## config.mk

```make
export PLATFORM = sky130hd
export DESIGN_NAME = fifo_queue_with_search_delete_unit
export DESIGN_NICKNAME = d
export VERILOG_FILES = /design/src/design/fqsd_pkg.sv /design/src/design/fifo_queue_with_search_delete_unit.sv
export SDC_FILE = /design/constraint.sdc
export NUM_CORES = 1
export LEC_CHECK = 0
export ABC_AREA = 0
export BUFFER_PORTS_ARGS = -buffer_cell sky130_fd_sc_hd__clkbuf_2
export CAP_MARGIN = 15
export CORE_UTILIZATION = 50
export DETAILED_ROUTE_END_ITERATION = 10
export PLACE_DENSITY_LB_ADDON = 0.25
export REMOVE_ABC_BUFFERS = 1
export SLEW_MARGIN = 15
export SYNTH_ARGS = -nofsm -noshare
export SYNTH_HDL_FRONTEND = slang
export SYNTH_SLANG_ARGS = --single-unit
```

## constraint.sdc

```tcl
create_clock -name clk_i -period 6.3 [get_ports clk_i]
set_input_delay 0.315 -clock clk_i [delete_from_list [all_inputs] [get_ports clk_i]]
set_output_delay 0.315 -clock clk_i [all_outputs]
set_load 0.01 [all_outputs]
```

## src/design/fqsd_pkg.sv

```systemverilog
// Package for the FIFO queue with search/delete: codes, widths and FSM states.
`default_nettype none

package fqsd_pkg;

  // Default queue depth
  localparam int unsigned DEPTH_DEF = 16;

  // Fixed field widths
  localparam int unsigned OP_W     = 3;
  localparam int unsigned DATA_W   = 32;
  localparam int unsigned STATUS_W = 2;
  localparam int unsigned IN_W     = ((OP_W + 2 * DATA_W + 7) / 8) * 8;

  // Request codes
  typedef enum logic [OP_W-1:0] {
    OP_ENQ    = 3'd0,
    OP_DEQ    = 3'd1,
    OP_SEARCH = 3'd2,
    OP_DELETE = 3'd3,
    OP_MODIFY = 3'd4
  } op_e;

  // Result codes
  typedef enum logic [STATUS_W-1:0] {
    ST_OK      = 2'd0,
    ST_MISSING = 2'd1,
    ST_EMPTY   = 2'd2,
    ST_FULL    = 2'd3
  } status_e;

  // Controller states
  typedef enum logic [1:0] {
    S_IDLE,
    S_SCAN,
    S_SHIFT,
    S_RESP
  } state_e;

endpackage : fqsd_pkg

`default_nettype wire

```

## src/design/fifo_queue_with_search_delete_unit.sv

```systemverilog
// Top level: bounded FIFO queue in one synchronous RAM with search, delete and modify.
//
//  channel  | dir | tdata fields (low bit up)                       | width
//  s_axis   | in  | operation[2:0], key[34:3], new_value[66:35], 0s | IN_W
//  m_axis   | out | status[1:0], occupancy[CW+1:2], 0s               | OUT_W
//
// Enqueue, dequeue and refused requests go from idle straight to the result state.
// Search and modify walk the RAM one entry per cycle through its single read port
// until a match or the end of the queue. Delete scans to the match, then copies the
// later entries down one place a cycle; on a miss it goes straight to the result state.
// Reset clears the control registers; the RAM and payload registers hold no reset value.
// A waiting result holds the next item in its result state until the earlier one is taken.
`default_nettype none

module fifo_queue_with_search_delete_unit #(
  parameter int unsigned DEPTH = fqsd_pkg::DEPTH_DEF,
  localparam int unsigned CW    = $clog2(DEPTH + 1),
  localparam int unsigned OUT_W = ((fqsd_pkg::STATUS_W + CW + 7) / 8) * 8
) (
  input  wire                        clk_i,
  input  wire                        rst_ni,
  // operation[2:0], key[34:3], new_value[66:35]
  input  wire                        s_axis_tvalid,
  output logic                       s_axis_tready,
  input  wire  [fqsd_pkg::IN_W-1:0]  s_axis_tdata,
  // status[1:0], occupancy[CW+1:2]
  output logic                       m_axis_tvalid,
  input  wire                        m_axis_tready,
  output logic [OUT_W-1:0]           m_axis_tdata
);

  import fqsd_pkg::*;

  localparam int unsigned AW = $clog2(DEPTH);

  // Circular slot of a logical position
  function automatic logic [AW-1:0] slot_f(input logic [AW-1:0] h, input logic [CW-1:0] p);
    logic [CW:0] s;
    s = {{(CW + 1 - AW){1'b0}}, h} + {1'b0, p};
    if (s >= (CW + 1)'(DEPTH)) s = s - (CW + 1)'(DEPTH);
    return s[AW-1:0];
  endfunction

  // Control and request registers
  state_e                  state_q, state_d;
  logic [AW-1:0]           head_q, head_d;
  logic [CW-1:0]           count_q, count_d;
  logic [CW-1:0]           pos_q, pos_d;
  logic [CW-1:0]           wpos_q, wpos_d;
  logic                    dvld_q, dvld_d;
  logic [OP_W-1:0]         op_q, op_d;
  logic signed [DATA_W-1:0] key_q, key_d;
  logic signed [DATA_W-1:0] nv_q, nv_d;
  status_e                 status_q, status_d;
  logic                    m_valid_q, m_valid_d;
  logic [OUT_W-1:0]        m_data_q, m_data_d;

  // RAM ports
  logic [DATA_W-1:0]       mem [DEPTH];
  logic [DATA_W-1:0]       rdata_q;
  logic                    we;
  logic [AW-1:0]           waddr;
  logic [DATA_W-1:0]       wdata;
  logic [AW-1:0]           raddr;
  logic                    rd_issue;

  // Input field split and shared conditions
  logic [OP_W-1:0]         in_op;
  logic [DATA_W-1:0]       in_key;
  logic [DATA_W-1:0]       in_nv;
  logic                    s_fire, out_free, q_empty, q_full;
  logic                    scan_hit, scan_end, shift_end;

  assign in_op     = s_axis_tdata[OP_W-1:0];
  assign in_key    = s_axis_tdata[OP_W+DATA_W-1:OP_W];
  assign in_nv     = s_axis_tdata[OP_W+2*DATA_W-1:OP_W+DATA_W];
  assign s_fire    = s_axis_tvalid && s_axis_tready;
  assign out_free  = !m_valid_q || m_axis_tready;
  assign q_empty   = (count_q == '0);
  assign q_full    = (count_q == CW'(DEPTH));
  assign scan_hit  = dvld_q && (rdata_q == key_q);
  assign scan_end  = (pos_q >= count_q);
  assign shift_end = !dvld_q && (pos_q >= count_q);

  // Next state
  always_comb begin
    state_d = state_q;
    case (state_q)
      S_IDLE: begin
        if (s_fire) begin
          if ((in_op == OP_SEARCH || in_op == OP_DELETE || in_op == OP_MODIFY) && !q_empty)
            state_d = S_SCAN;
          else
            state_d = S_RESP;
        end
      end
      S_SCAN: begin
        if (scan_hit) state_d = (op_q == OP_DELETE) ? S_SHIFT : S_RESP;
        else if (scan_end) state_d = S_RESP;
      end
      S_SHIFT: begin
        if (shift_end) state_d = S_RESP;
      end
      S_RESP: begin
        if (out_free) state_d = S_IDLE;
      end
      default: state_d = S_IDLE;
    endcase
  end

  // Handshake outputs
  always_comb begin
    s_axis_tready = (state_q == S_IDLE);
    m_axis_tvalid = m_valid_q;
    m_axis_tdata  = m_data_q;
  end

  // Datapath and RAM control
  always_comb begin
    head_d    = head_q;
    count_d   = count_q;
    pos_d     = pos_q;
    wpos_d    = wpos_q;
    dvld_d    = dvld_q;
    op_d      = op_q;
    key_d     = key_q;
    nv_d      = nv_q;
    status_d  = status_q;
    m_valid_d = m_valid_q && !m_axis_tready;
    m_data_d  = m_data_q;
    we        = 1'b0;
    waddr     = slot_f(head_q, wpos_q);
    wdata     = rdata_q;
    raddr     = slot_f(head_q, pos_q);
    rd_issue  = 1'b0;

    case (state_q)
      S_IDLE: begin
        if (s_fire) begin
          op_d     = in_op;
          key_d    = in_key;
          nv_d     = in_nv;
          pos_d    = '0;
          dvld_d   = 1'b0;
          status_d = ST_OK;
          case (in_op)
            OP_ENQ: begin
              if (q_full) begin
                status_d = ST_FULL;
              end else begin
                we      = 1'b1;
                waddr   = slot_f(head_q, count_q);
                wdata   = in_key;
                count_d = count_q + 1'b1;
              end
            end
            OP_DEQ: begin
              if (q_empty) begin
                status_d = ST_EMPTY;
              end else begin
                head_d  = (head_q == AW'(DEPTH - 1)) ? '0 : head_q + 1'b1;
                count_d = count_q - 1'b1;
              end
            end
            OP_SEARCH, OP_DELETE, OP_MODIFY: begin
              if (q_empty) status_d = ST_EMPTY;
            end
            default: status_d = ST_MISSING;
          endcase
        end
      end

      // One read issued a cycle; compare the entry read the cycle before
      S_SCAN: begin
        rd_issue = !scan_hit && !scan_end;
        dvld_d   = rd_issue;
        if (rd_issue) begin
          pos_d  = pos_q + 1'b1;
          wpos_d = pos_q;
        end
        if (scan_hit) begin
          status_d = ST_OK;
          if (op_q == OP_MODIFY) begin
            we    = 1'b1;
            waddr = slot_f(head_q, wpos_q);
            wdata = nv_q;
          end else if (op_q == OP_DELETE) begin
            pos_d = wpos_q + 1'b1;
          end
        end else if (scan_end) begin
          status_d = ST_MISSING;
        end
      end

      // Copy each later entry down one place; read and write slots never coincide
      S_SHIFT: begin
        if (dvld_q) begin
          we     = 1'b1;
          waddr  = slot_f(head_q, wpos_q);
          wdata  = rdata_q;
          wpos_d = wpos_q + 1'b1;
        end
        rd_issue = (pos_q < count_q);
        dvld_d   = rd_issue;
        if (rd_issue) pos_d = pos_q + 1'b1;
        if (shift_end) count_d = count_q - 1'b1;
      end

      // Load the result register once it is free
      S_RESP: begin
        if (out_free) begin
          m_valid_d = 1'b1;
          m_data_d  = OUT_W'({count_q, status_q});
        end
      end

      default: ;
    endcase
  end

  // Control registers
  always_ff @(posedge clk_i or negedge rst_ni) begin
    if (!rst_ni) begin
      state_q   <= S_IDLE;
      head_q    <= '0;
      count_q   <= '0;
      pos_q     <= '0;
      wpos_q    <= '0;
      dvld_q    <= 1'b0;
      m_valid_q <= 1'b0;
    end else begin
      state_q   <= state_d;
      head_q    <= head_d;
      count_q   <= count_d;
      pos_q     <= pos_d;
      wpos_q    <= wpos_d;
      dvld_q    <= dvld_d;
      m_valid_q <= m_valid_d;
    end
  end

  // Payload registers
  always_ff @(posedge clk_i) begin
    op_q     <= op_d;
    key_q    <= key_d;
    nv_q     <= nv_d;
    status_q <= status_d;
    m_data_q <= m_data_d;
  end

  // Entry RAM, one write and one registered read a cycle
  always_ff @(posedge clk_i) begin
    if (we) mem[waddr] <= wdata;
    rdata_q <= mem[raddr];
  end

`ifndef NO_ASSERTIONS
  a_count_bound: assert property (@(posedge clk_i) disable iff (!rst_ni)
    count_q <= CW'(DEPTH))
    else $error("entry count above depth");

  a_deq_count: assert property (@(posedge clk_i) disable iff (!rst_ni)
    s_fire && in_op == OP_DEQ && !q_empty |=> count_q == $past(count_q) - 1'b1)
    else $error("dequeue did not drop one entry");

  a_full_refuse: assert property (@(posedge clk_i) disable iff (!rst_ni)
    s_fire && in_op == OP_ENQ && q_full |=> count_q == CW'(DEPTH) && status_q == ST_FULL)
    else $error("full queue took an enqueue");

  a_shift_ports: assert property (@(posedge clk_i) disable iff (!rst_ni)
    state_q == S_SHIFT && we && rd_issue |-> waddr != raddr)
    else $error("shift read and write hit one slot");
`endif

endmodule : fifo_queue_with_search_delete_unit

`default_nettype wire
```

After elaboration in Yosys (flattened, before gate mapping):

Memory sizes are Yosys's and may differ from the RTL's. A register that Yosys moved wholly into a read port is not among the register bits.
Cells that the tools add are included.

* register bits: 99
* bits in latches: 0
* RAM bits: 512
* ROM bits: 0
* bits of input ports: 76
* output and inout port bits: 10
* logic and storage cells: 142
* memories: 1

Memories
* mem: depth 16, width 32, rd ports 1, clocked after Yosys merged registers in 1, wr ports 1, line fifo_queue_with_search_delete_unit.sv:59 `logic [DATA_W-1:0] mem [DEPTH];`

* $add $sub $neg: 11
* multipliers: 0
* divide/modulo/power cells: 0
* $lt $le $gt $ge: 5
* eq/ne operators: 22
* shift operators: 0
* multiplexer cells: 58
* bitwise logic cells: 1
* reduce and logical (&&, ||, !) cells: 32

Operators by type and width (count)
* $mux 32: 5
* $pmux 32 s2: 1
* $mux 5: 12
* $eq 32x32->1: 1
* $mux 4: 8
* $pmux 5 s2: 3
* $mux 2: 11
* $add 4x5->6: 3
* $ge 6x5->1 const B: 3
* $add 5x1->5 const B: 3
* $pmux 5 s3: 1
* $mux 1: 12
* $sub 4x1->4 const B: 3
* $ne 2x2->1 const B: 5
* $eq 3x2->1 const B: 3
* $ne 3x3->1 const B: 3
* $reduce_and 3->1: 3
* $pmux 2 s2: 2
* $pmux 2 s4: 1
* $reduce_and 4->1: 2
* $eq 3x3->1 const B: 2
* $logic_and 1x1->1: 6
* $logic_not 1->1: 6
* $pmux 1 s3: 2
* 21 further kinds: 28

Logic depth before layout (Yosys ltp):

Gate-level depths: netlist of run 1.

* word-level depth: 9
* depth in mapped cells: 9
* depth with buffers taken out: 9

Worst setup path after synthesis of run 1:

No wires, ideal clock.

* path kind: reg-to-reg
* start: register key_q[4]
* end: memory mem[13][0], enable pin
* library setup time: 0.501 ns
* arrival: 5.297 ns
* required time: 5.799 ns
* path slack: 0.502 ns
* stages on the path, launching flop included: 9
* clock period less this slack: 5.798 ns
* cells stage by stage: edfxtp_1 > xor2_1 > or4_1 > or3_4 > nor4_4 > and3_1 > buf_4 > o21ai_4 > nor4_1

* word-level cells in the longest chain between the ends: 6

RTL lines
* start: declaration: line fifo_queue_with_search_delete_unit.sv:52 `logic signed [DATA_W-1:0] key_q, key_d;`
* start signal: assignment: line fifo_queue_with_search_delete_unit.sv:245 `key_q <= key_d;`
* $eq 32x32->1: line fifo_queue_with_search_delete_unit.sv:81 `assign scan_hit = dvld_q && (rdata_q == key_q);`
* $logic_and 1x1->1: line fifo_queue_with_search_delete_unit.sv:81
* $mux 1: line fifo_queue_with_search_delete_unit.sv:181 `if (scan_hit) begin`
* $pmux 1 s3: line fifo_queue_with_search_delete_unit.sv:137 `case (state_q)`
* $mux 1: line fifo_queue_with_search_delete_unit.sv:253 `if (we) mem[waddr] <= wdata;`
* $mux 1 (not written as such): line fifo_queue_with_search_delete_unit.sv:253
* end: declaration: line fifo_queue_with_search_delete_unit.sv:59

No other way between the ends.

Worst setup path in the final report of run 1:

* start: register key_q[4]
* end: memory mem[4][18], enable pin

The elaborated chain is that of the path after synthesis.

==> results of run 1 <==
==> worst max path at each step <==
stage                                       from                    to  slack (ps)  cells after the start
after floorplan           state_q[0]$_DFFE_PN0P_   mem[1][0]$_DFFE_PP_        -580                      8
after global placement        key_q[4]$_DFFE_PP_  mem[4][18]$_DFFE_PP_        1690                      8
after detailed placement      key_q[4]$_DFFE_PP_  mem[8][20]$_DFFE_PP_        1690                      8
after CTS                     key_q[4]$_DFFE_PP_   mem[8][0]$_DFFE_PP_        1670                      8
after global routing          key_q[4]$_DFFE_PP_   mem[8][6]$_DFFE_PP_        1550                      8
final                         key_q[4]$_DFFE_PP_  mem[4][18]$_DFFE_PP_        1710                      8
==> report_power, final <==
group / internal (W) / total [W] / leakage [nW] / switching [W]
logic: 0.00198 / 0.00485 / 3.15 / 0.00286
registers: 0.00581 / 0.00608 / 5.86 / 0.000270
clock network: 0.00237 / 0.00394 / 1.07 / 0.00157
total: 0.0102 / 0.0149 / 10.1 / 0.00471
==> worst reg2reg max path, delay by kind of cell, from the launching register on <==
| family | cells | cell delay (ps) |
|---|---|---|
| buf+inv | 1 | 390 |
| xor+xnor | 1 | 210 |
| compound gates | 1 | 360 |
| flops | 1 | 390 |
| simple gates | 5 | 2930 |
==> layer usage <==
| layer | vias to the layer above | GRT usage [%] |
|---|---|---|
| met3 | 59 | 3.17 |
| li1 | 6020 | - |
| met2 | 423 | 38.6 |
| met1 | 7298 | 31.7 |
| met4 | 0 | 6.42 |
| met5 | - | 0 |
==> cell usage in the layout, fill, tap and decap left out, types with 23 or more instances in the layout <==
| cell | instances |
|---|---|
| a211oi_1 | 34 |
| a21o_1 | 38 |
| a22o_1 | 31 |
| a31oi_1 | 35 |
| and2_1 | 36 |
| buf_4 | 32 |
| clkbuf_16 | 71 |
| clkbuf_2 | 79 |
| dfrtp_1 | 23 |
| dfxtp_1 | 32 |
| dlygate4sd3_1 | 67 |
| edfxtp_1 | 588 |
| inv_1 | 25 |
| mux4_2 | 128 |
| nand2_1 | 95 |
| xnor2_1 | 27 |
==> state kept, by name, indices dropped and copies added (netlist names), 4 cells and up <==
name          cells
mem             512
key_q            32
nv_q             32
rdata_q          32
m_axis_tdata      7
count_q           5
pos_q             5
wpos_q            5
head_q            4
==> layout make-up <==
cell class	count	share of cell area (%)
clock buffers	90	6.22
clock inverters	32	1.09
inverters	26	0.329
multi-input cells	664	22.2
flip-flops and latches	643	62.8
well taps	672	2.80
repair buffers	181	4.55
==> repair_timing <==
action	CTS	global route
endpoints found under the hold margin	89	0
setup endpoints to repair	0	0
buffers inserted	0	0
hold buffers	67	0
==> per-stage QoR <==
| step | hold slack (ps) | cells | worst slack (ps) | util [%] |
|---|---|---|---|---|
| after floorplan | 19.4 | 1333 | -580 | - |
| after CTS | 4.52 | 2308 | 1670 | 59.5 |
| final | 32.8 | 2308 | 1710 | 59.5 |
| after global placement | 359 | 2119 | 1690 | 53.8 |
| after global routing | 27.5 | 2308 | 1550 | 59.5 |
| after detailed placement | 355 | 2119 | 1690 | 53.8 |
==> cell families after synthesis <==
family / synth area share (%)
fa+ha+maj: 1.35
mux: 11.7
simple gates: 4.62
compound gates: 5.90
xor+xnor: 1.63
flops: 73.4
other cells: 0.0146
buf+inv: 1.41
==> out/metrics.cfg, run 1 <==
[outcome]
status=complete, no violations

[finish]
final_cell_area_um2=30000
seq_area_um2=18900
syn_to_final_growth_pct=16.8
multi_input_area_um2=6660
fillers=3730
layout.nets=1686
drive_above_1_share_pct=22.7
num_antenna_cells=0

[route]
vias_per_cell=5.98
first_pass_iters=5
ant_nets=0
routed_wl_mm=58.5
dr_wl_met3_mm=3.20
top_layer_used=met4
wl_met2_mm=29.1
route.detailed.drc=0
routedWlPerCell_um=25.4
vias=13800
m1WireLength_mm=25.1
first_iter_violations=1363

[global_routing]
grt_max_degree=68
antenna_found_initial=0
grt_remaining_overflow=0
grt_pass1_wl_mm=88.7
grt_usage_pct=23.0
grt_pass1_vias=14136

[timing]
hold_viol=0
tns_ps=0
tightest_slew_ps=1110
slew_violations=0
relSlewSlack_pct=26.0
period_needed_ps=4590
fmax_ghz=0.218
setup_viol=0
rsz0062_at_grt=no
clock_skew_ps=22.3
period_share_pct=72.8

[cts]
cts-root-buf=clkbuf_16
clk_pin_slew_worst_paths_ps=60
cts_buffers=68
htree_levels=3
clock_sinks=643
clock_path_buffers=3
clk-insertion-delay-late_ps=590
cts_resized=0
cts_tree=yes

[floorplanning]
start_util_pct=50.9
rows=82
dieArea_um2=52300
die_height_um=229
io-pin-count=86
coreArea_um2=50500
die_x_um=229

[worst_setup_path]
rrSetupSlack_ps=1710
reg2reg_to=mem[4][18]$_DFFE_PP_
max_stage_delay_ps=780
reg2reg_from=key_q[4]$_DFFE_PP_
worstPathArrival_ps=4860
slowest_stage=nor2_4
worst-path-max-fanout=22
cp-end-kind=register
worstSetupStartpointType=register
reg2regPathDepth=8
timing_worst_setup_path_type=reg2reg
path_buf_inv=1
required_ps=6570
crit_family=simple AND/OR/NAND/NOR gates
crit_chain=xor2_1, or4_1, or3_4, nor4_4, and3_2, o21bai_2, nor2_4, buf_4

[power_and_ir_drop]
leakagePower_nw=10.1
vdd_drop_max_mv=0.376
power_density_nw_per_um2=495
fin_total_pwr_w=0.0149

[yosys]
synthFlopType=edfxtp_1
synth_edf_count=588
synth_common_cells=588 x edfxtp_1, 128 x mux4_2, 95 x nand2_1, 45 x clkbuf_1, 38 x a21o_1
synth_area_per_cell_um2=18.4
yosysTopAreaCell=edfxtp_1
syn_area_um2=25700
yosysTopAreaCellShare_pct=68.7
syn_inst=1396
ys_types=58
ys_ff_latch=643
async_flop_share_pct=3.58
synth_warnings=0
ys_seq_area_share_pct=73.4
synth_area_leaders=edfxtp_1 69%, mux4_2 11%, dfxtp_1 2.5%
synth_most_common_cell=edfxtp_1

[placement]
dpl.hpwl_mm=32.4
port_buffers=79
globalplace.congestion=0.852
dpl_cell_area_um2=27200

[hold_path]
min_to=op_q[0]$_DFFE_PP_
hold_path_class=in2reg
whs_path_depth=1
min-delay-start=s_axis_tdata[0]

[job]
drv_cap=0

(Power assumes the default switching activity.)
==> run 2: changes to the inputs <==
==> constraint.sdc (replaced) <==
create_clock -name clk_i -period 4.7 [get_ports clk_i]
set_input_delay 0.235 -clock clk_i [delete_from_list [all_inputs] [get_ports clk_i]]
set_output_delay 0.235 -clock clk_i [all_outputs]
set_load 0.01 [all_outputs]
==> run 2 against run 1 <==
Net effect:
- clock skew is 7.9 ps higher
- global-route usage is 0.38 points higher
- combinational power is 37% higher
- first-iteration DRC count is 18% higher
- via count is 0.19% higher
- worst hold slack better by 160 ps
- sequential power is 34% higher
- critical path depth stayed put
- clock-buffer cell count is 1 higher
- critical path type unchanged
==> out/metrics.cfg, run 2 (synthesized netlist as in run 1, its figures left out) <==
[cts]
clk-insertion-delay-late_ps=610  ; +20 ps
clk_pin_slew_worst_paths_ps=60  ; about the same
cts-root-buf=clkbuf_16
htree_levels=3  ; unchanged
cts_tree=yes
cts_buffers=66  ; -2.9%
clock_path_buffers=3  ; unchanged
cts_resized=0  ; unchanged
clock_sinks=643  ; unchanged
cts_setup_buffers=0  ; unchanged

[power_and_ir_drop]
vdd_drop_max_mv=0.313  ; -17%
power_density_nw_per_um2=655  ; +32%
leakagePower_nw=10.1  ; +0.40%

[floorplanning]
start_util_pct=50.9  ; unchanged
io-pin-count=86  ; unchanged
die_x_um=229  ; unchanged
rows=82  ; unchanged
coreArea_um2=50500  ; unchanged
die_height_um=229  ; unchanged
dieArea_um2=52300  ; unchanged

[placement]
port_buffers=79  ; unchanged
globalplace.congestion=0.830  ; -2.5%
place_worst_setup_slack_ps=880  ; -812 ps
dpl.hpwl_mm=33.8  ; +4.5%
placedCellCount=2134  ; +0.71%

[route]
ant_nets=0  ; unchanged
route.detailed.drc=0  ; unchanged
routedWlPerCell_um=25.6  ; +0.88%
vias_per_cell=5.96  ; -0.37%
first_pass_iters=5  ; unchanged
vias=13826  ; +0.19%
first_iter_violations=1603  ; +18%
routed_wl_mm=59.4  ; +1.4%

[worst_setup_path]
timing_worst_setup_path_type=reg2reg
worstPathArrival_ps=4040  ; -820 ps
worstSetupStartpointType=register
cp-end-kind=register
required_ps=4930  ; -1640 ps
worst-path-max-fanout=20  ; -9.1%

[global_routing]
grt_pass1_vias=14245  ; +0.77%
grt_pass1_wl_mm=88.9  ; +0.28%
antenna_found_initial=0  ; unchanged
grt_max_degree=65  ; -4.4%
grt_remaining_overflow=0  ; unchanged
grt_usage_pct=23.4  ; +0.38 points

[finish]
num_antenna_cells=0  ; unchanged
fillers=3726  ; -0.11%
instances_no_fill=2321  ; +0.56%
largest_reg_flops=512  ; unchanged
syn_to_final_growth_pct=17.4
regMostFlops=mem
final_common_cell=edfxtp_1
layout.nets=1701  ; +0.89%
final_cell_mix=588 x edfxtp_1, 128 x mux4_2, 95 x nand2_1
drive_above_1_share_pct=22.9  ; +0.25 points

[timing]
slew_violations=0  ; unchanged
hold_viol=0  ; unchanged
clock_skew_ps=30.2  ; +7.86 ps
period_needed_ps=3820  ; -773 ps
tns_ps=0  ; unchanged
setup_ws_ps=884  ; -827 ps
relSlewSlack_pct=34.4  ; +8.3 points
period_share_pct=81.2  ; +8.3 points
rsz0062_at_grt=no
setup_viol=0  ; unchanged
fmax_ghz=0.262  ; +20%
tightest_slew_ps=985  ; -125 ps

[job]
drv_cap=0  ; unchanged

[outcome]
status=complete, no violations

[hold_path]
hold_path_class=in2async

run 2: changes by cell type in the layout (fill, tap and decap cells not counted):
cell	before	now
buf_12	3	17
clkbuf_8	2	0
clkinv_1	12	10
clkbuf_1	17	23
clkinv_2	12	9
clkinvlp_4	1	3
clkinv_8	0	1
buf_4	32	33
dlygate4sd3_1	67	69
clkbuf_16	71	68
bufinv_16	7	4
run 2: through the flow:
step                      power (W)  instance area (µm²)  hold WS [ps]  util, %
final                        0.0198                30200           188     59.8
after global routing         0.0207                30200           238     59.8
after CTS                    0.0199                30200           177     59.8
after detailed placement     0.0149                27500           294     54.4
after global placement       0.0147                27500           280     54.4
after floorplan              0.0128                25400         -60.6        -
run 2: worst paths after layout:
path	from	to	slack (ps)	cells after the start
max	key_q[22]$_DFFE_PP_	mem[1][7]$_DFFE_PP_	880	8
min	rst_ni	head_q[1]$_DFFE_PN0P_	190	2
max reg2reg	key_q[22]$_DFFE_PP_	mem[1][7]$_DFFE_PP_	880	8
min reg2reg	status_q[1]$_SDFFCE_PP0P_	m_axis_tdata[1]$_DFFE_PP_	420	0
max in group asynchronous	rst_ni	pos_q[3]$_DFFE_PN0P_	4090	2
min in group clk_i	s_axis_tvalid	state_q[0]$_DFFE_PN0P_	200	4
run 2: power breakdown:
part | leakage (nW) | total, W | internal [W] | switching (W)
logic | 3.28 | 0.00664 | 0.00279 | 0.00385
registers | 5.86 | 0.00815 | 0.00779 | 0.000360
clock network | 0.980 | 0.00497 | 0.00289 | 0.00209
total | 10.1 | 0.0198 | 0.0135 | 0.00630
run 2: area by class of cell:
class / instances / area, µm² / share of cell area, %
well taps: 672 / 841 / 2.79
multi-input cells: 664 / 6660 / 22.1
clock inverters: 27 / 245 / 0.813
inverters: 26 / 98.8 / 0.328
flip-flops and latches: 643 / 18900 / 62.5
repair buffers: 198 / 1670 / 5.55
clock buffers: 91 / 1790 / 5.93
run 2: worst max-delay path: stages, from the launching register on:
cell      delay [ps]
edfxtp_1         370
xnor2_1          240
nand2_1          200
or4_1            680
nor4_4           520
and3_2           340
o21bai_2         280
nor4_2           330
buf_4            460
run 2: repair_timing:
| item | CTS | global route |
|---|---|---|
| setup endpoints to repair | 0 | 0 |
| hold buffers | 69 | 0 |
| hold endpoints to repair | 91 | 0 |
run 2: metal layers:
metal	GRT usage (%)	part of all wire, %
met1	31.3	41
met2	38.8	50
met5	0	0
met4	6.96	2.2
met3	4.68	6.8
